File: src/hw/rtl/mbrd_pkg.sv
// ----------------------------------------------------------------------------
// mbrd_pkg
// Shared types and constants for the Modbus RTU read-registers master.
// ----------------------------------------------------------------------------
package mbrd_pkg;

    localparam int MAX_REGS = 32;
    localparam int IDX_W    = 5;

    typedef enum logic [2:0] {
        ACT_START   = 3'd0,
        ACT_RX      = 3'd1,
        ACT_TIMEOUT = 3'd2,
        ACT_DELAY   = 3'd3,
        ACT_TXFAIL  = 3'd4
    } action_t;

    typedef enum logic [1:0] {
        K_TX     = 2'd0,
        K_VALUE  = 2'd1,
        K_STATUS = 2'd2,
        K_RETRY  = 2'd3
    } kind_t;

    localparam logic [2:0] ST_OK        = 3'd0;
    localparam logic [2:0] ST_BAD_PARAM = 3'd1;
    localparam logic [2:0] ST_TX_ERR    = 3'd2;
    localparam logic [2:0] ST_TIMEOUT   = 3'd3;
    localparam logic [2:0] ST_BAD_RESP  = 3'd4;
    localparam logic [2:0] ST_CRC_ERR   = 3'd5;
    localparam logic [2:0] ST_EXCEPTION = 3'd6;

    localparam logic [2:0] CFG_ADDR  = 3'd0;
    localparam logic [2:0] CFG_FUNC  = 3'd1;
    localparam logic [2:0] CFG_FIRST = 3'd2;
    localparam logic [2:0] CFG_TOTAL = 3'd3;
    localparam logic [2:0] CFG_RETRY = 3'd4;

    typedef enum logic [2:0] {
        PH_IDLE,
        PH_HEADER,
        PH_EXC_CRC,
        PH_DATA,
        PH_RETRY
    } phase_t;

    typedef enum logic [1:0] {
        BK_IDLE,
        BK_TX,
        BK_VALUES,
        BK_FINAL
    } bstate_t;

    // command from front to back
    typedef struct packed {
        logic       send_req;
        logic       dump;
        logic       final_en;
        logic [1:0] final_kind;
        logic [2:0] final_status;
    } cmd_t;

    function automatic logic [15:0] crc_feed(input logic [15:0] crc, input logic [7:0] b);
        logic [15:0] c;
        c = crc ^ {8'h00, b};
        for (int k = 0; k < 8; k++)
            c = c[0] ? ((c >> 1) ^ 16'hA001) : (c >> 1);
        return c;
    endfunction

endpackage

File: src/hw/rtl/mbrd_ram.sv
// ----------------------------------------------------------------------------
// mbrd_ram
// Generic single-port-write, single-read RAM with registered read.
// ----------------------------------------------------------------------------
module mbrd_ram #(
    parameter int WIDTH = 16,
    parameter int DEPTH = 32
) (
    input  logic                     clk,
    input  logic                     we,
    input  logic [$clog2(DEPTH)-1:0] waddr,
    input  logic [WIDTH-1:0]         wdata,
    input  logic [$clog2(DEPTH)-1:0] raddr,
    output logic [WIDTH-1:0]         rdata
);

    logic [WIDTH-1:0] mem [DEPTH];

    always_ff @(posedge clk)
    begin
        if (we)
            mem[waddr] <= wdata;
        rdata <= mem[raddr];
    end

endmodule

File: src/hw/rtl/mbrd_front.sv
// ----------------------------------------------------------------------------
// mbrd_front
// Accepts events, tracks the response frame, writes the value buffer and
// issues result commands to the back end.
// ----------------------------------------------------------------------------
module mbrd_front (
    input  logic                       clk,
    input  logic                       rst_n,
    input  logic                       push,
    output logic                       full,
    input  logic [2:0]                 action,
    input  logic [7:0]                 rx_byte,
    input  logic [7:0]                 slave_address,
    input  logic [7:0]                 read_function,
    input  logic [15:0]                register_total,
    input  logic [7:0]                 retry_limit,
    input  logic                       q_full,
    output logic                       q_push,
    output mbrd_pkg::cmd_t             q_cmd,
    output logic                       we,
    output logic [mbrd_pkg::IDX_W-1:0] waddr,
    output logic [15:0]                wdata
);

    mbrd_pkg::phase_t phase_reg, phase_next;
    logic [7:0]  pos_reg, pos_next;
    logic [15:0] crc_reg, crc_next;
    logic [7:0]  att_reg, att_next;
    logic [7:0]  held_reg, held_next;
    logic        mism_reg, mism_next;

    logic        acc;
    logic        rcv;
    logic [16:0] cnt;
    logic [16:0] off;
    logic [15:0] crc_b;
    logic [15:0] got;
    logic        bad;

    assign full  = q_full;
    assign acc   = push && !q_full;
    assign rcv   = phase_reg == mbrd_pkg::PH_HEADER || phase_reg == mbrd_pkg::PH_EXC_CRC
                   || phase_reg == mbrd_pkg::PH_DATA;
    assign cnt   = {register_total, 1'b0};
    assign off   = {9'd0, pos_reg} - 17'd3;
    assign crc_b = mbrd_pkg::crc_feed(crc_reg, rx_byte);
    assign got   = {rx_byte, held_reg};
    assign bad   = slave_address == 8'd0 || register_total == 16'd0
                   || register_total > 16'(mbrd_pkg::MAX_REGS)
                   || (read_function != 8'h03 && read_function != 8'h04);

    always_ff @(posedge clk or negedge rst_n)
    begin
        if (!rst_n)
        begin
            phase_reg <= mbrd_pkg::PH_IDLE;
            pos_reg   <= '0;
            crc_reg   <= 16'hFFFF;
            att_reg   <= '0;
            held_reg  <= '0;
            mism_reg  <= 1'b0;
        end
        else
        begin
            phase_reg <= phase_next;
            pos_reg   <= pos_next;
            crc_reg   <= crc_next;
            att_reg   <= att_next;
            held_reg  <= held_next;
            mism_reg  <= mism_next;
        end
    end

    always_comb
    begin
        logic       do_fail;
        logic [2:0] code;
        phase_next = phase_reg;
        pos_next   = pos_reg;
        crc_next   = crc_reg;
        att_next   = att_reg;
        held_next  = held_reg;
        mism_next  = mism_reg;
        q_push     = 1'b0;
        q_cmd      = '0;
        we         = 1'b0;
        waddr      = off[mbrd_pkg::IDX_W:1];
        wdata      = {held_reg, rx_byte};
        do_fail    = 1'b0;
        code       = mbrd_pkg::ST_OK;
        if (acc)
        begin
            unique case (action)
                mbrd_pkg::ACT_START:
                begin
                    att_next = '0;
                    pos_next = '0;
                    crc_next = 16'hFFFF;
                    held_next = '0;
                    mism_next = 1'b0;
                    q_push = 1'b1;
                    if (bad)
                    begin
                        phase_next = mbrd_pkg::PH_IDLE;
                        q_cmd.final_en = 1'b1;
                        q_cmd.final_kind = mbrd_pkg::K_STATUS;
                        q_cmd.final_status = mbrd_pkg::ST_BAD_PARAM;
                    end
                    else
                    begin
                        phase_next = mbrd_pkg::PH_HEADER;
                        q_cmd.send_req = 1'b1;
                    end
                end
                mbrd_pkg::ACT_RX:
                begin
                    priority case (phase_reg)
                        mbrd_pkg::PH_HEADER:
                        begin
                            crc_next = crc_b;
                            pos_next = pos_reg + 8'd1;
                            if (pos_reg == 8'd0)
                                mism_next = rx_byte != slave_address;
                            else if (pos_reg == 8'd1)
                                held_next = rx_byte;
                            else
                            begin
                                pos_next = 8'd3;
                                if (mism_reg)
                                begin
                                    do_fail = 1'b1;
                                    code = mbrd_pkg::ST_BAD_RESP;
                                end
                                else if (held_reg == (read_function | 8'h80))
                                    phase_next = mbrd_pkg::PH_EXC_CRC;
                                else if (held_reg != read_function
                                         || {9'd0, rx_byte} != cnt)
                                begin
                                    do_fail = 1'b1;
                                    code = mbrd_pkg::ST_BAD_RESP;
                                end
                                else
                                    phase_next = mbrd_pkg::PH_DATA;
                            end
                        end
                        mbrd_pkg::PH_EXC_CRC:
                        begin
                            if (pos_reg == 8'd3)
                            begin
                                held_next = rx_byte;
                                pos_next = 8'd4;
                            end
                            else
                            begin
                                do_fail = 1'b1;
                                code = (got == crc_reg) ? mbrd_pkg::ST_EXCEPTION
                                                        : mbrd_pkg::ST_CRC_ERR;
                            end
                        end
                        mbrd_pkg::PH_DATA:
                        begin
                            if (off < cnt)
                            begin
                                crc_next = crc_b;
                                pos_next = pos_reg + 8'd1;
                                if (!off[0])
                                    held_next = rx_byte;
                                else
                                    we = 1'b1;
                            end
                            else if (off == cnt)
                            begin
                                held_next = rx_byte;
                                pos_next = pos_reg + 8'd1;
                            end
                            else if (got != crc_reg)
                            begin
                                do_fail = 1'b1;
                                code = mbrd_pkg::ST_CRC_ERR;
                            end
                            else
                            begin
                                phase_next = mbrd_pkg::PH_IDLE;
                                pos_next = '0;
                                crc_next = 16'hFFFF;
                                q_push = 1'b1;
                                q_cmd.dump = 1'b1;
                                q_cmd.final_en = 1'b1;
                                q_cmd.final_kind = mbrd_pkg::K_STATUS;
                                q_cmd.final_status = mbrd_pkg::ST_OK;
                            end
                        end
                        default:
                        begin
                        end
                    endcase
                end
                mbrd_pkg::ACT_TIMEOUT:
                begin
                    do_fail = rcv;
                    code = mbrd_pkg::ST_TIMEOUT;
                end
                mbrd_pkg::ACT_TXFAIL:
                begin
                    do_fail = rcv;
                    code = mbrd_pkg::ST_TX_ERR;
                end
                mbrd_pkg::ACT_DELAY:
                begin
                    if (phase_reg == mbrd_pkg::PH_RETRY)
                    begin
                        att_next = att_reg + 8'd1;
                        phase_next = mbrd_pkg::PH_HEADER;
                        pos_next = '0;
                        crc_next = 16'hFFFF;
                        held_next = '0;
                        mism_next = 1'b0;
                        q_push = 1'b1;
                        q_cmd.send_req = 1'b1;
                    end
                end
                default:
                begin
                end
            endcase
            if (do_fail)
            begin
                pos_next = '0;
                crc_next = 16'hFFFF;
                q_push = 1'b1;
                q_cmd.final_en = 1'b1;
                q_cmd.final_status = code;
                if (att_reg < retry_limit)
                begin
                    phase_next = mbrd_pkg::PH_RETRY;
                    q_cmd.final_kind = mbrd_pkg::K_RETRY;
                end
                else
                begin
                    phase_next = mbrd_pkg::PH_IDLE;
                    q_cmd.final_kind = mbrd_pkg::K_STATUS;
                end
            end
        end
    end

endmodule

File: src/hw/rtl/mbrd_back.sv
// ----------------------------------------------------------------------------
// mbrd_back
// Carries out commands: request bytes with CRC, buffered values, status.
// One output register holds the result beat until popped.
// ----------------------------------------------------------------------------
module mbrd_back (
    input  logic                       clk,
    input  logic                       rst_n,
    input  logic                       q_valid,
    input  mbrd_pkg::cmd_t             q_cmd,
    output logic                       q_pop,
    input  logic [7:0]                 slave_address,
    input  logic [7:0]                 read_function,
    input  logic [15:0]                first_register,
    input  logic [15:0]                register_total,
    output logic [mbrd_pkg::IDX_W-1:0] raddr,
    input  logic [15:0]                rdata,
    output logic                       values_busy,
    output logic                       empty,
    input  logic                       pop,
    output logic [1:0]                 kind,
    output logic [7:0]                 tx_byte,
    output logic [4:0]                 reg_index,
    output logic [15:0]                reg_value,
    output logic [2:0]                 status,
    output logic                       last
);

    mbrd_pkg::bstate_t st_reg, st_next;
    mbrd_pkg::cmd_t    cmd_reg, cmd_next;
    logic [5:0]  cnt_reg, cnt_next;
    logic [15:0] crc_reg, crc_next;
    logic        rd_reg, rd_next;
    logic        ov_reg, ov_next;
    logic [1:0]  ok_reg, ok_next;
    logic [7:0]  ob_reg, ob_next;
    logic [4:0]  oi_reg, oi_next;
    logic [15:0] ov16_reg, ov16_next;
    logic [2:0]  os_reg, os_next;
    logic        ol_reg, ol_next;

    logic        slot;
    logic [7:0]  rb;
    logic [5:0]  nreg;

    assign slot  = !ov_reg || pop;
    assign empty = !ov_reg;
    assign kind = ok_reg;
    assign tx_byte = ob_reg;
    assign reg_index = oi_reg;
    assign reg_value = ov16_reg;
    assign status = os_reg;
    assign last = ol_reg;
    assign raddr = cnt_reg[mbrd_pkg::IDX_W-1:0];
    assign nreg = register_total[5:0];
    assign values_busy = st_reg == mbrd_pkg::BK_VALUES;

    always_comb
    begin
        unique case (cnt_reg[2:0])
            3'd0: rb = slave_address;
            3'd1: rb = read_function;
            3'd2: rb = first_register[15:8];
            3'd3: rb = first_register[7:0];
            3'd4: rb = register_total[15:8];
            3'd5: rb = register_total[7:0];
            3'd6: rb = crc_reg[7:0];
            default: rb = crc_reg[15:8];
        endcase
    end

    always_ff @(posedge clk or negedge rst_n)
    begin
        if (!rst_n)
        begin
            st_reg <= mbrd_pkg::BK_IDLE;
            ov_reg <= 1'b0;
            cnt_reg <= '0;
            rd_reg <= 1'b0;
            cmd_reg <= '0;
        end
        else
        begin
            st_reg <= st_next;
            ov_reg <= ov_next;
            cnt_reg <= cnt_next;
            rd_reg <= rd_next;
            cmd_reg <= cmd_next;
        end
    end

    always_ff @(posedge clk)
    begin
        crc_reg <= crc_next;
        ok_reg <= ok_next;
        ob_reg <= ob_next;
        oi_reg <= oi_next;
        ov16_reg <= ov16_next;
        os_reg <= os_next;
        ol_reg <= ol_next;
    end

    always_comb
    begin
        st_next = st_reg;
        cmd_next = cmd_reg;
        cnt_next = cnt_reg;
        crc_next = crc_reg;
        rd_next = 1'b0;
        ov_next = ov_reg && !pop;
        ok_next = ok_reg;
        ob_next = ob_reg;
        oi_next = oi_reg;
        ov16_next = ov16_reg;
        os_next = os_reg;
        ol_next = ol_reg;
        q_pop = 1'b0;
        unique case (st_reg)
            mbrd_pkg::BK_IDLE:
            begin
                if (q_valid)
                begin
                    q_pop = 1'b1;
                    cmd_next = q_cmd;
                    cnt_next = '0;
                    crc_next = 16'hFFFF;
                    if (q_cmd.send_req)
                        st_next = mbrd_pkg::BK_TX;
                    else if (q_cmd.dump)
                        st_next = mbrd_pkg::BK_VALUES;
                    else
                        st_next = mbrd_pkg::BK_FINAL;
                end
            end
            mbrd_pkg::BK_TX:
            begin
                if (slot)
                begin
                    ov_next = 1'b1;
                    ok_next = mbrd_pkg::K_TX;
                    ob_next = rb;
                    oi_next = '0;
                    ov16_next = '0;
                    os_next = mbrd_pkg::ST_OK;
                    ol_next = cnt_reg == 6'd7;
                    if (cnt_reg < 6'd6)
                        crc_next = mbrd_pkg::crc_feed(crc_reg, rb);
                    cnt_next = cnt_reg + 6'd1;
                    if (cnt_reg == 6'd7)
                        st_next = mbrd_pkg::BK_IDLE;
                end
            end
            mbrd_pkg::BK_VALUES:
            begin
                // read issued first, then the registered data is shown when the output slot is free
                if (!rd_reg)
                    rd_next = 1'b1;
                else if (slot)
                begin
                    ov_next = 1'b1;
                    ok_next = mbrd_pkg::K_VALUE;
                    ob_next = '0;
                    oi_next = cnt_reg[4:0];
                    ov16_next = rdata;
                    os_next = mbrd_pkg::ST_OK;
                    ol_next = 1'b0;
                    cnt_next = cnt_reg + 6'd1;
                    if (cnt_reg + 6'd1 == nreg)
                        st_next = mbrd_pkg::BK_FINAL;
                end
                else
                    rd_next = 1'b1;
            end
            default:
            begin
                if (slot)
                begin
                    ov_next = 1'b1;
                    ok_next = cmd_reg.final_kind;
                    ob_next = '0;
                    oi_next = '0;
                    ov16_next = '0;
                    os_next = cmd_reg.final_status;
                    ol_next = 1'b1;
                    st_next = mbrd_pkg::BK_IDLE;
                end
            end
        endcase
    end

endmodule

File: src/hw/rtl/modbus_rtu_read_registers_master_core.sv
// ----------------------------------------------------------------------------
// modbus_rtu_read_registers_master_core
// Modbus RTU master for function 3/4 reads: request, response check, values.
// ----------------------------------------------------------------------------
// The front end takes one event per cycle while it is not held. Commands
// that produce results go through a two-entry queue to the back end, which
// takes each command and then emits result beats: for a request, eight
// beats at one per cycle while the output slot is free; for a good read,
// one beat per buffered value, each read before it is shown, then one
// status beat; one beat for a status. full is raised while the queue is full
// and while a good read's values are still being drained from the buffer.
module modbus_rtu_read_registers_master_core (
    input  logic        clk,
    input  logic        rst_n,
    input  logic        push,
    output logic        full,
    input  logic [2:0]  action,
    input  logic [7:0]  rx_byte,
    input  logic        cfg_valid,
    output logic        cfg_ready,
    input  logic [2:0]  cfg_index,
    input  logic [15:0] cfg_data,
    output logic        empty,
    input  logic        pop,
    output logic [1:0]  kind,
    output logic [7:0]  tx_byte,
    output logic [4:0]  reg_index,
    output logic [15:0] reg_value,
    output logic [2:0]  status,
    output logic        last
);

    logic [7:0]  addr_reg;
    logic [7:0]  func_reg;
    logic [15:0] first_reg;
    logic [15:0] total_reg;
    logic [7:0]  retry_reg;

    mbrd_pkg::cmd_t q_mem [2];
    logic q_wp_reg, q_rp_reg;
    logic [1:0] q_cnt_reg;
    logic q_full, q_push, q_pop, q_valid;
    mbrd_pkg::cmd_t q_in;

    logic dmp_reg;
    logic values_busy;
    logic f_full;

    logic we;
    logic [mbrd_pkg::IDX_W-1:0] waddr, raddr;
    logic [15:0] wdata, rdata;

    assign cfg_ready = 1'b1;

    always_ff @(posedge clk or negedge rst_n)
    begin
        if (!rst_n)
        begin
            addr_reg  <= 8'd1;
            func_reg  <= 8'd3;
            first_reg <= '0;
            total_reg <= 16'd1;
            retry_reg <= '0;
        end
        else if (cfg_valid)
        begin
            unique case (cfg_index)
                mbrd_pkg::CFG_ADDR:  addr_reg  <= cfg_data[7:0];
                mbrd_pkg::CFG_FUNC:  func_reg  <= cfg_data[7:0];
                mbrd_pkg::CFG_FIRST: first_reg <= cfg_data;
                mbrd_pkg::CFG_TOTAL: total_reg <= cfg_data;
                mbrd_pkg::CFG_RETRY: retry_reg <= cfg_data[7:0];
                default:
                begin
                end
            endcase
        end
    end

    assign q_full  = q_cnt_reg == 2'd2;
    assign q_valid = q_cnt_reg != 2'd0;

    // hold the front while buffered values wait to be read out
    assign f_full  = q_full || dmp_reg || values_busy;

    always_ff @(posedge clk or negedge rst_n)
    begin
        if (!rst_n)
        begin
            q_wp_reg  <= 1'b0;
            q_rp_reg  <= 1'b0;
            q_cnt_reg <= '0;
            dmp_reg   <= 1'b0;
        end
        else
        begin
            if (q_push)
                q_wp_reg <= !q_wp_reg;
            if (q_pop)
                q_rp_reg <= !q_rp_reg;
            q_cnt_reg <= q_cnt_reg + {1'b0, q_push} - {1'b0, q_pop};
            if (q_push && q_in.dump)
                dmp_reg <= 1'b1;
            else if (q_pop && q_mem[q_rp_reg].dump)
                dmp_reg <= 1'b0;
        end
    end

    always_ff @(posedge clk)
    begin
        if (q_push)
            q_mem[q_wp_reg] <= q_in;
    end

    mbrd_front u_front (
        .clk(clk), .rst_n(rst_n), .push(push), .full(full),
        .action(action), .rx_byte(rx_byte),
        .slave_address(addr_reg), .read_function(func_reg),
        .register_total(total_reg), .retry_limit(retry_reg),
        .q_full(f_full), .q_push(q_push), .q_cmd(q_in),
        .we(we), .waddr(waddr), .wdata(wdata)
    );

    mbrd_ram #(.WIDTH(16), .DEPTH(mbrd_pkg::MAX_REGS)) u_ram (
        .clk(clk), .we(we), .waddr(waddr), .wdata(wdata),
        .raddr(raddr), .rdata(rdata)
    );

    mbrd_back u_back (
        .clk(clk), .rst_n(rst_n), .q_valid(q_valid), .q_cmd(q_mem[q_rp_reg]),
        .q_pop(q_pop), .slave_address(addr_reg), .read_function(func_reg),
        .first_register(first_reg), .register_total(total_reg),
        .raddr(raddr), .rdata(rdata), .values_busy(values_busy),
        .empty(empty), .pop(pop),
        .kind(kind), .tx_byte(tx_byte), .reg_index(reg_index),
        .reg_value(reg_value), .status(status), .last(last)
    );

    assert property (@(posedge clk) disable iff (!rst_n) q_cnt_reg != 2'd3)
        else $error("command queue overflow");
    assert property (@(posedge clk) disable iff (!rst_n) q_full |-> !q_push)
        else $error("push into full command queue");
    assert property (@(posedge clk) disable iff (!rst_n) q_pop |-> q_valid)
        else $error("pop from empty command queue");

endmodule

File: config.mk
export PLATFORM = sky130hd
export DESIGN_NAME = modbus_rtu_read_registers_master_core
export DESIGN_NICKNAME = d
export VERILOG_FILES = /design/src/hw/rtl/mbrd_pkg.sv /design/src/hw/rtl/mbrd_ram.sv /design/src/hw/rtl/mbrd_front.sv /design/src/hw/rtl/mbrd_back.sv /design/src/hw/rtl/modbus_rtu_read_registers_master_core.sv
export SDC_FILE = /design/constraint.sdc
export NUM_CORES = 1
export LEC_CHECK = 0
export ABC_AREA = 0
export BUFFER_PORTS_ARGS = -buffer_cell sky130_fd_sc_hd__buf_2
export CORE_MARGIN = 2
export CORE_UTILIZATION = 45
export DETAILED_ROUTE_END_ITERATION = 6
export SYNTH_ARGS = -nofsm -noshare
export SYNTH_HDL_FRONTEND = slang
export SYNTH_HIERARCHICAL = 1
export SYNTH_SLANG_ARGS = --single-unit
File: constraint.sdc
create_clock -name clk -period 10.3 [get_ports clk]
set_input_delay 0.515 -clock clk [delete_from_list [all_inputs] [get_ports clk]]
set_output_delay 0.515 -clock clk [all_outputs]
set_load 0.01 [all_outputs]
# [Word level (Yosys, flattened, before mapping)]
# Memory sizes are Yosys's and may differ from the RTL's. A register that Yosys moved wholly into a read port is not among the register bits.
# Index checks and enable logic that the tools add are counted.
[classes] n_addsub=6 reduce_logical=54 bitwise=19 muxes=168 n_eq_ne=64 magnitude_cmp=4
[ops] cell="$mux 16" n=27
[ops] cell="$mux 8" n=19
[ops] cell="$pmux 8 s3" n=5
[ops] cell="$pmux 16 s2" n=3
[ops] cell="$mux 3" n=23
[ops] cell="$pmux 8 s7" n=1
[ops] cell="$not 2->3" n=16
[ops] cell="$pmux 16 s3" n=1
[ops] cell="$mux 1" n=47
[ops] cell="$ne 4x4->1 const B" n=9
[ops] cell="$pmux 3 s3" n=4
[ops] cell="$xor 16x8->16" n=2
[ops] cell="$mux 6" n=5
[ops] cell="$mux 7" n=4
[ops] cell="$eq 3x2->1 const B" n=8
[ops] cell="$mux 2" n=12
[ops] cell="$eq 3x3->1 const B" n=6
[ops] cell="$ne 2x1->1 const B" n=9
[ops] cell="$pmux 6 s3" n=1
[ops] cell="$eq 17x17->1" n=1
[ops] cell="$lt 17x17->1" n=1
[ops] cell="$ne 8x17->1" n=1
[ops] cell="$add 8x1->8 const B" n=2
[ops] cell="$eq 16x16->1" n=1
[ops] cell="54 further kinds" n=107
[word_totals] output_inout_bits=38 ram_bits=528 wordCells=345 reg_bits=171 n_memories=2
[mem_list] name="u_ram.mem" words=32 word_bits=16 rd=1 rd_clocked_by_memory_dff=1 wr=1 line_no="mbrd_ram.sv:17" text="logic [WIDTH-1:0] mem [DEPTH];"
[mem_list] name="q_mem" words=2 word_bits=8 rd=1 rd_clocked_by_memory_dff=0 wr=1 line_no="modbus_rtu_read_registers_master_core.sv:39" text="mbrd_pkg::cmd_t q_mem [2];"

# [Logic depth before layout (Yosys ltp)]
# Gate-level depths: netlist (run 1).
[logic_depth] ltp_word=22 mapped_depth=20 ltp_nobuf=19

# [Hierarchy]
# Netlist (run 1), hierarchy kept.
[by_module_without_submodules] mod="mbrd_ram" cells_each=1143 n_inst=1 seq_area_each_um2=15695.1 area_per_inst_um2=20534.7
[by_module_without_submodules] mod="mbrd_front" cells_each=500 n_inst=1 seq_area_each_um2=1121.1 area_per_inst_um2=4119.0
[by_module_without_submodules] mod="mbrd_back" cells_each=307 n_inst=1 seq_area_each_um2=1906.8 area_per_inst_um2=3607.2
[by_module_without_submodules] mod="modbus_rtu_read_registers_master_core" cells_each=172 n_inst=1 seq_area_each_um2=2011.9 area_per_inst_um2=2974.1

# [Least setup slack after synthesis (run 1)]
# Ideal clock, no wire load.
[synth_timing] path_type="reg-to-reg" startpoint="register u_front.pos_reg[0]" endpoint="memory u_ram.mem[28][0] (enable)" n_path_buf=2 path_slack_ns=5.692 required_time_ns=9.912 arrival_time_ns=4.219 path_stages_with_launch=15 cell_sequence="dfrtp_1 -> ha_1 -> clkbuf_1 -> or3_1 -> nor2_1 -> ha_1 -> a311oi_1 -> o22ai_1 -> a22oi_1 -> and2_4 -> nand3_1 -> nor2_1 -> or3b_2 -> clkbuf_1 -> nor2_1"
[synth_via] elab_chain_cells=8 word_cells_on_any_way=9 cone_classes="add/sub: 1; order compare: 1; mux: 7"
[synth_lines] item="from (decl)" line_no="mbrd_front.sv:26" text="logic [7:0] pos_reg, pos_next;"
[synth_lines] item="from (signal assigned)" line_no="mbrd_front.sv:66" text="pos_reg <= pos_next;"
[synth_lines] item="$sub 8x2->9 *" line_no="mbrd_front.sv:45" text="assign off = {9'd0, pos_reg} - 17'd3;"
[synth_lines] item="$lt 17x17->1 or $mux 1 (tied branches)" line_no="mbrd_front.sv:162, mbrd_front.sv:166"
[synth_lines] item="$mux 1 *" line_no="mbrd_front.sv:162" text="if (off < cnt)"
[synth_lines] item="$mux 1 *" line_no="mbrd_front.sv:117" text="priority case (phase_reg)"
[synth_lines] item="$mux 1 *" line_no="mbrd_front.sv:93" text="unique case (action)"
[synth_lines] item="$mux 1 *" line_no="mbrd_front.sv:91" text="if (acc)"
[synth_lines] item="via we" line_no="modbus_rtu_read_registers_master_core.sv:49" text="logic we;"
[synth_lines] item="$mux 1 *" line_no="mbrd_ram.sv:21" text="if (we)"
[synth_lines] item="$mux 1 (not written as such) *" line_no="mbrd_ram.sv:22" text="mem[waddr] <= wdata;"
[synth_lines] item="to (decl)" line_no="mbrd_ram.sv:17"
# The timed path passes the listed nets; every way through them passes the cells marked *.

# [Worst setup path after layout (run 1)]
[layout_timing] startpoint="register u_front.pos_reg[0]" endpoint="memory u_ram.mem[28][14] (enable)"
# The elaborated chain is that of the path after synthesis.

==> metrics, run 1 <==
DRT iter0 DRCs 1520; # DRC 0; # Max-Cap Violations 0; HP Class input pin to flip-flop; Worst Setup End Kind flip-flop; pwr dens 265 nW/um2; Worst IR Drop VDD 0.596 mV; Slowest-stage cell, CP nor2_1; largest net degree at the start of global routing 65; GR Util All Layers 0.209; Top delay family on crit path simple AND/OR/NAND/NOR gates; Syn Inst Count 2118; critical path peak fanout 16; CTS buffer count 76; GRT overflow 0; Final Critical Period 5.35 ns; vias in the first global route 17900; commonest cells after routing, fill and taps aside edfxtp_1 (577), mux2i_1 (272), nor2_1 (105), dfrtp_1 (99), nand2_1 (85); Routed WL 73.8 mm; CP required 10.53 ns; Starting Density 0.454; startpoint types flip-flop; worst clock skew 0.0314 ns; Mapped Nets 2185; Logic pwr share 0.312; Clock transition at path regs 0.06 ns; Reg with most FFs u_ram/mem; Clock Path Buffers 3; first-pass GRT wire length 111 mm; Buffers on Ports 71; die area 71400 um2; iteration count of the initial detailed-routing pass 5; most common cell after layout, fill and taps aside edfxtp_1; Sink Count 713; Core Util, Final 0.507; via count 17700; crit path DAT 5.58 ns; Int Pwr 0.00615 W; Crit path buffers/inverters 0; fmax 187 MHz; NetSw 0.00306 W; wire per inst 23.1 um; worst slew pin tran 1.34 ns; post_cts resized 0; global placement routability congestion 0.860; Tcrit/Tclk final 0.519; Synth Cell Area 31200 um2; final setup violation count 0; max incr delay on CP 0.96 ns; Largest register FFs 512; final-report max-slew violation count 0; Lkg Pwr 12.0 nW; clk_lat worst skew 0.63 ns; Critical Path Most Common Cell nor2_1; Setup Crit Path Kind flip-flop to flip-flop; layout cell share with drive strength beyond 1 0.171; Area Overhead vs Synth 11.6%; sequential power share 0.401; core area 68600 um2; crit path cell chain ha_1 > or3_1 > nor2_1 > ha_1 > a311oi_1 > o22ai_1 > a22oi_1 > and2_4 > nand3_1 > nor2_1 > or3b_2 > nor2_1; ANT nets after route 0; Final Hold Fails 0; Syn Area/Cell 14.7 um2; Die Ht 267 um; vias per cell 5.55; Clock Tree Root clkbuf_16; status completed; I/O pin cnt 73; Clock power frac 0.287; CTS H-Tree Depth 3; TNS Setup 0 ns; YS warnings 6; Sw Share 0.332; width of the die 267 um; Rows 96; RSZ-0062 raised after global routing no; Post-DP HPWL 45.9 mm; fin nets 2267; antenna violations before repair 5; CTS tree done; max_slew headroom 0.103
## stage by stage
stage	cell area [um2]	total power (W)	instances	worst slack [ns]	hold WS (ns)
final	34800	0.00921	3197	4.95	0.138
after floorplan	31200	0.00593	2118	5.69	0.219
after CTS	34800	0.00929	3195	5.00	0.107
after global placement	32300	0.00659	3052	5.28	0.471
after detailed placement	32300	0.00662	3052	5.01	0.477
after global routing	34800	0.00969	3195	4.66	0.120
## power by group through the flow
| stage | clock (W) | combinational, W | sequential [W] |
|---|---|---|---|
| floorplan | 0 | 0.00226 | 0.00368 |
| global placement | 0 | 0.00284 | 0.00375 |
| detailed placement | 0 | 0.00287 | 0.00375 |
| CTS | 0.00270 | 0.00289 | 0.00370 |
| global route | 0.00282 | 0.00314 | 0.00373 |
| finish | 0.00264 | 0.00287 | 0.00370 |
## metal layers
metal	routed length, um	track usage	vias up
met5	44	0	-
met4	1890	0.0633	8
met3	3660	0.0371	128
met2	35800	0.346	420
met1	32300	0.282	9002
li1	-	-	8176
## final timing paths
kind / startpoint / to / slack [ns] / cells past startpoint
worst max-delay path: u_front/pos_reg[0] / u_ram/mem[28][14] / 4.95 / 12
worst min-delay path: cfg_data[8] / first_reg[8] / 0.14 / 2
worst max register to register: u_front/pos_reg[0] / u_ram/mem[28][14] / 4.95 / 12
worst min register to register: u_front/crc_reg[13] / u_front/crc_reg[13] / 0.49 / 2
max in group asynchronous: rst_n / u_back/cnt_reg[0] / 8.38 / 3
min in group asynchronous: rst_n / u_front/att_reg[5] / 0.48 / 2
## worst register-to-register path, delay by kind of cell, from the launching register on
family / cells / cell delay [ns]
flip-flops: 1 / 0.45
AND/OR/NAND/NOR: 7 / 3.00
adder cells (fa/ha/maj): 2 / 0.69
AO/OA/AOI/OAI: 3 / 0.85
## area by class of cell
type	count	area [um2]
antenna	2	5.00
sequential	713	20700
tap	931	1160
fill	5741	33800
timing repair buffer	136	848
multi-input combinational	1215	9400
inverter	58	218
clock inverter	46	362
clock buffer	96	2110
## repair_timing
item	CTS	global route
hold buffers	1	0
buffers inserted	0	0
setup endpoints to repair	0	0
hold endpoints to repair	55	0
(Power assumes the default switching activity.)
==> inputs of run 2 (changes only) <==
==> constraint.sdc (replaced) <==
create_clock -name clk -period 4.9 [get_ports clk]
set_input_delay 0.245 -clock clk [delete_from_list [all_inputs] [get_ports clk]]
set_output_delay 0.245 -clock clk [all_outputs]
set_load 0.01 [all_outputs]
==> run 2 against run 1 <==
Utilization up 0.72 points. Clock skew down 0.0016 ns. Sequential cell count unchanged. Wire length up 8.7%. First-iteration DRC count up 24%. Non-clock buffer count up 40. Sequential share of layout area down 0.84 points. Global-route usage up 1.8 points. Critical endpoint is now u_ram/mem[12][4]. Largest cell class unchanged. Largest power group unchanged.
==> metrics, run 2 (synthesized netlist as in run 1, its figures left out) <==
global placement routability congestion 0.948; I/O pin cnt 73; Area Overhead vs Synth 13.2%; RSZ-0062 raised after global routing no; final setup violation count 0; clk_lat worst skew 0.62 ns; fmax 218 MHz; Hold Path Origin pop; crit path DAT 4.87 ns; HP Class input pin to flip-flop; largest net degree at the start of global routing 119; Clock Path Buffers 3; TNS Setup 0 ns; die area 71400 um2; fin nets 2307; CP required 5.19 ns; NetSw 0.00659 W; sequential power share 0.386; final-report max-slew violation count 0; Core Util, Final 0.514; met2 usage 0.365; status completed; crit path cell chain or4_1 > nor2_1 > ha_1 > a311oi_1 > o22ai_1 > a22oi_1 > and2_4 > nand3_1 > nor2_1 > or3b_4 > nor2_1 > buf_4; pwr dens 565 nW/um2; FF-to-FF End u_ram/mem[12][4]; commonest cells after routing, fill and taps aside edfxtp_1 (577), mux2i_1 (272), nor2_1 (105), dfrtp_1 (99), buf_4 (88); Logic pwr share 0.317; GRT overflow 0; Final Hold Fails 0; Top delay family on crit path simple AND/OR/NAND/NOR gates; R2R Setup Slk 0.32 ns; final worst slack 0.320 ns; critical path depth 12; hold slack 0.142 ns; Clock power frac 0.298; Post-DP HPWL 52.0 mm; hold path cells 3; vias in the first global route 18200; Sink Count 713; Largest register FFs 512; ANT nets after route 0; first-pass GRT wire length 118 mm; worst clock skew 0.0298 ns; startpoint types flip-flop; M3 GR Usage 0.0439; most common cell after layout, fill and taps aside edfxtp_1; Final Critical Period 4.58 ns; Final Cell Area 35300 um2; DRT iter0 DRCs 1883; Reg with most FFs u_ram/mem; CTS H-Tree Depth 3; vias per cell 5.62; Sw Share 0.330; Tcrit/Tclk final 0.935; # DRC 0; max_slew headroom 0.255; wire per inst 24.8 um; Clock transition at path regs 0.06 ns; GR Util All Layers 0.227; placed cell areas 32500 um2; met1 Usage GRT 0.307; layout cell share with drive strength beyond 1 0.179; Clock Tree Root clkbuf_16; busiest metal layer after global routing met2; Setup Crit Path Kind flip-flop to flip-flop; cells on worst reg2reg path 12; Crit path buffers/inverters 1; Lkg Pwr 12.2 nW; Hold EP u_back/ov_reg; Routed WL 80.2 mm; Die Ht 267 um; Worst Setup SP u_front/pos_reg[2]; CTS tree done; Worst IR Drop VDD 1.15 mV; antenna violations before repair 4; pre-CTS setup slack 0.196 ns; fill count 5726; width of the die 267 um; Slowest-stage cell, CP or4_1; CTS buffer count 76; Rows 96; Critical Path Most Common Cell nor2_1; critical path peak fanout 16; Starting Density 0.454; core area 68600 um2; via count 18200; Worst Setup End Kind flip-flop; Int Pwr 0.0133 W; # Max-Cap Violations 0; worst r2r src u_front/pos_reg[2]; iteration count of the initial detailed-routing pass 5; worst slew pin tran 1.11 ns; Buffers on Ports 71; max incr delay on CP 0.68 ns
==> run 2: cell types whose count changed in the layout (fill, tap and decap cells not counted), moves of 3 or more <==
cell           delta
buf_4            +23
bufinv_16         +6
clkbuf_1          +5
clkbuf_16         +3
clkinv_1          -7
clkinv_2          -4
clkinv_4          -3
dlygate4sd3_1    +16
==> run 2: worst max path at each step <==
stage	endpoint	slack, ns
floorplan	u_ram/mem[28][0]	0.29
global placement	u_ram/mem[12][14]	0.36
detailed placement	u_ram/mem[12][14]	0.20
CTS	u_ram/mem[12][12]	0.19
global route	u_ram/mem[12][12]	0.05
finish	u_ram/mem[12][4]	0.32
==> run 2: final cells by class <==
| class | instances | area, um2 | share of cell area |
|---|---|---|---|
| antenna | 4 | 10.0 | 0.000284 |
| inverter | 58 | 218 | 0.00617 |
| sequential | 713 | 20700 | 0.586 |
| multi-input combinational | 1215 | 9400 | 0.266 |
| timing repair buffer | 176 | 1200 | 0.0340 |
| clock buffer | 102 | 2170 | 0.0616 |
| tap | 931 | 1160 | 0.0330 |
| clock inverter | 37 | 432 | 0.0122 |
==> run 2: what timing repair did <==
action	in CTS	in global routing
gates resized for setup	0	1
hold buffers	17	0
buffers inserted	0	0
hold endpoints to repair	127	0
endpoints found under the setup margin	0	122
==> run 2: power by group through the flow <==
stage | Combinational [W] | Sequential [W] | Clock, W
CTS | 0.00632 | 0.00768 | 0.00604
detailed placement | 0.00629 | 0.00781 | 0
global placement | 0.00624 | 0.00779 | 0
global route | 0.00685 | 0.00775 | 0.00628
floorplan | 0.00474 | 0.00773 | 0
finish | 0.00632 | 0.00769 | 0.00593
==> run 2: worst reg2reg max path, cell delays in order (launching register included) <==
cell and delay [ns]:
dfrtp_1 0.48, or4_1 0.68, nor2_1 0.29, ha_1 0.32, a311oi_1 0.34, o22ai_1 0.11
a22oi_1 0.37, and2_4 0.26, nand3_1 0.15, nor2_1 0.26, or3b_4 0.55, nor2_1 0.16
buf_4 0.29
==> run 2: stage by stage <==
step	std cells	power (W)
floorplan	2118	0.0125
global placement	3076	0.0140
detailed placement	3076	0.0141
CTS	3232	0.0200
global route	3232	0.0209
finish	3236	0.0199
==> run 2: routing by layer <==
metal,up-vias,part of all wire
li1,8258,-
met1,9178,0.43
met2,607,0.47
met3,144,0.060
met4,6,0.039
met5,-,0.00042
==> inputs of run 3 (changes only) <==
--- a/config.mk
+++ b/config.mk
@@ -10,6 +10,8 @@
 export CORE_MARGIN = 2
 export CORE_UTILIZATION = 45
 export DETAILED_ROUTE_END_ITERATION = 6
+export GPL_TIMING_DRIVEN = 0
+export RECOVER_POWER = 50
 export SYNTH_ARGS = -nofsm -noshare
 export SYNTH_HDL_FRONTEND = slang
 export SYNTH_HIERARCHICAL = 1
==> constraint.sdc (replaced) <==
create_clock -name clk -period 4.5 [get_ports clk]
set_input_delay 0.225 -clock clk [delete_from_list [all_inputs] [get_ports clk]]
set_output_delay 0.225 -clock clk [all_outputs]
set_load 0.01 [all_outputs]
==> run 3 against run 2 <==
The run now ends with capacitance limit, slew limit left. Non-clock buffer count is 78 higher. Utilization grew 1.3 points. Setup slack worse by 0.14 ns. First-iteration DRC count shrank 26%. Global-route usage decreased by 0.62 points. Clock skew decreased by 0.0018 ns. Final area up 2.5%. Critical path depth is 8 higher. Clock power up 4.7%. Wire length fell by 2.8%. Combinational power is 17% higher. Worst hold slack got worse by 0.010 ns. Critical path type unchanged. Critical endpoint is now q_cnt_reg[1].
==> metrics, run 3 (synthesized netlist as in run 1, its figures left out) <==
clk_lat worst skew 0.62 ns; Tcrit/Tclk final 0.960; Worst IR Drop VDD 1.32 mV; ANT nets after route 0; worst slew pin tran 2.18 ns; layout cell share with drive strength beyond 1 0.188; placed cell areas 33000 um2; most common cell after layout, fill and taps aside edfxtp_1; # DRC 0; max_slew headroom -0.471; Crit path buffers/inverters 5; FF-to-FF End q_cnt_reg[1]; core area 68600 um2; vias per cell 5.55; GRT overflow 0; failing checks capacitance limit, slew limit; global placement routability congestion 0.879; largest net degree at the start of global routing 93; I/O pin cnt 73; critical path depth 20; iteration count of the initial detailed-routing pass 7; CP required 5.02 ns; wire per inst 23.5 um; Clock Path Buffers 3; CTS buffer count 78; Buffers on Ports 61; status complete, but fails checks; Rows 96; Starting Density 0.454; Critical Path Most Common Cell ha_1; Die Ht 267 um; hold slack 0.132 ns; Slowest-stage cell, CP or4_1; Final Cell Area 36100 um2; Clock transition at path regs 0.06 ns; fmax 231 MHz; Worst Setup SP u_front/pos_reg[4]; Post-DP HPWL 52.6 mm; Final Hold Fails 0; hold path cells 2; Sink Count 713; Setup Crit Path Kind flip-flop to flip-flop; CTS tree done; Clock Tree Root clkbuf_16; Routed WL 78.0 mm; max incr delay on CP 0.50 ns; Area Overhead vs Synth 16.0%; worst clock skew 0.0279 ns; crit path cell chain buf_2 > or4_1 > buf_2 > nor3_1 > xor2_1 > ha_1 > nand3_1 > nor2_1 > a21oi_1 > a211o_1 > a21boi_4 > nand4_1 > buf_4 > nand3_2 > inv_1 > ha_1 > inv_1 > ha_1 > xnor2_1 > xnor2_1; GR Util All Layers 0.221; RSZ-0062 raised after global routing yes; HP Class input pin to flip-flop; Final Critical Period 4.32 ns; critical path peak fanout 9; Worst Setup End Kind flip-flop; commonest cells after routing, fill and taps aside edfxtp_1 (577), mux2i_1 (272), clkbuf_1 (94), dfrtp_1 (92), nand2_1 (85); crit path DAT 4.84 ns; final-report max-slew violation count 269; fin nets 2387; die area 71400 um2; antenna violations before repair 2; vias in the first global route 18800; R2R Setup Slk 0.18 ns; Largest register FFs 512; DRT iter0 DRCs 1393; via count 18400; fill count 5621; Lkg Pwr 12.4 nW; final setup violation count 0; pwr dens 609 nW/um2; startpoint types flip-flop; Top delay family on crit path simple AND/OR/NAND/NOR gates; TNS Setup 0 ns; cells on worst reg2reg path 20; # Max-Cap Violations 9; width of the die 267 um; Setup crit end q_cnt_reg[1]; CTS H-Tree Depth 3; worst r2r src u_front/pos_reg[4]; Reg with most FFs u_ram/mem; first-pass GRT wire length 117 mm
==> run 3: cell types whose count changed in the layout (fill, tap and decap cells not counted), moves of 4 or more <==
cell / change
clkbuf_1: +81
buf_4: -44
nor2_1: -34
nor2_4: +32
buf_8: +17
buf_12: +16
buf_6: +16
dfrtp_2: +8
clkinv_1: +7
dfrtp_1: -7
buf_2: -6
clkbuf_8: -6
clkinv_2: +5
clkinvlp_4: -4
==> run 3: metal layers <==
layer / track usage / vias to the layer above / share of wire
met5: 0 / - / 0.00017
met4: 0.0869 / 2 / 0.040
met3: 0.0360 / 143 / 0.050
met2: 0.366 / 526 / 0.48
met1: 0.292 / 9285 / 0.43
li1: - / 8430 / -
==> run 3: how the worst min path moves through the flow <==
stage	start	endpoint	slack [ns]
floorplan	rst_n	addr_reg[1]	-0.07
global placement	cfg_data[14]	total_reg[14]	0.47
detailed placement	rst_n	u_front/att_reg[4]	0.12
CTS	rx_byte[0]	u_ram/mem[31][0]	0.02
global route	rx_byte[2]	u_front/held_reg[2]	0.12
finish	rx_byte[7]	u_front/held_reg[7]	0.13
==> run 3: timing repair <==
| action | 4_1_cts | 5_1_grt |
|---|---|---|
| gates resized for setup | 45 | 8 |
| hold buffers | 17 | 0 |
| pin swaps | 16 | 6 |
| endpoints found under the hold margin | 157 | 0 |
| setup buffers | 24 | 5 |
| endpoints found under the setup margin | 534 | 426 |
==> run 3: cell type report <==
type	count	area, um2	area share
timing repair buffer	124	1060	0.0294
clock inverter	42	357	0.00986
antenna	1	2.50	0.0000692
inverter	58	218	0.00602
clock buffer	101	2150	0.0596
buffer	130	856	0.0237
tap	931	1160	0.0322
multi-input combinational	1215	9650	0.267
sequential	713	20700	0.572
==> run 3: through the flow <==
| step | instances | util | worst slack (ns) | power, W |
|---|---|---|---|---|
| 5_1_grt | 3314 | 0.527 | -0.0448 | 0.0231 |
| 4_1_cts | 3310 | 0.527 | 0.0153 | 0.0221 |
| 6_report | 3315 | 0.527 | 0.178 | 0.0220 |
| 3_3_place_gp | 3110 | 0.476 | -1.82 | 0.0155 |
| 3_5_place_dp | 3127 | 0.481 | -1.48 | 0.0157 |
| 2_1_floorplan | 2118 | - | -0.108 | 0.0136 |
==> run 3: power breakdown <==
group / leakage (nW) / total, W / switching, W / internal (W)
Sequential: 6.41 / 0.00838 / 0.000459 / 0.00792
Combinational: 4.76 / 0.00742 / 0.00439 / 0.00303
Clock: 1.23 / 0.00621 / 0.00254 / 0.00367
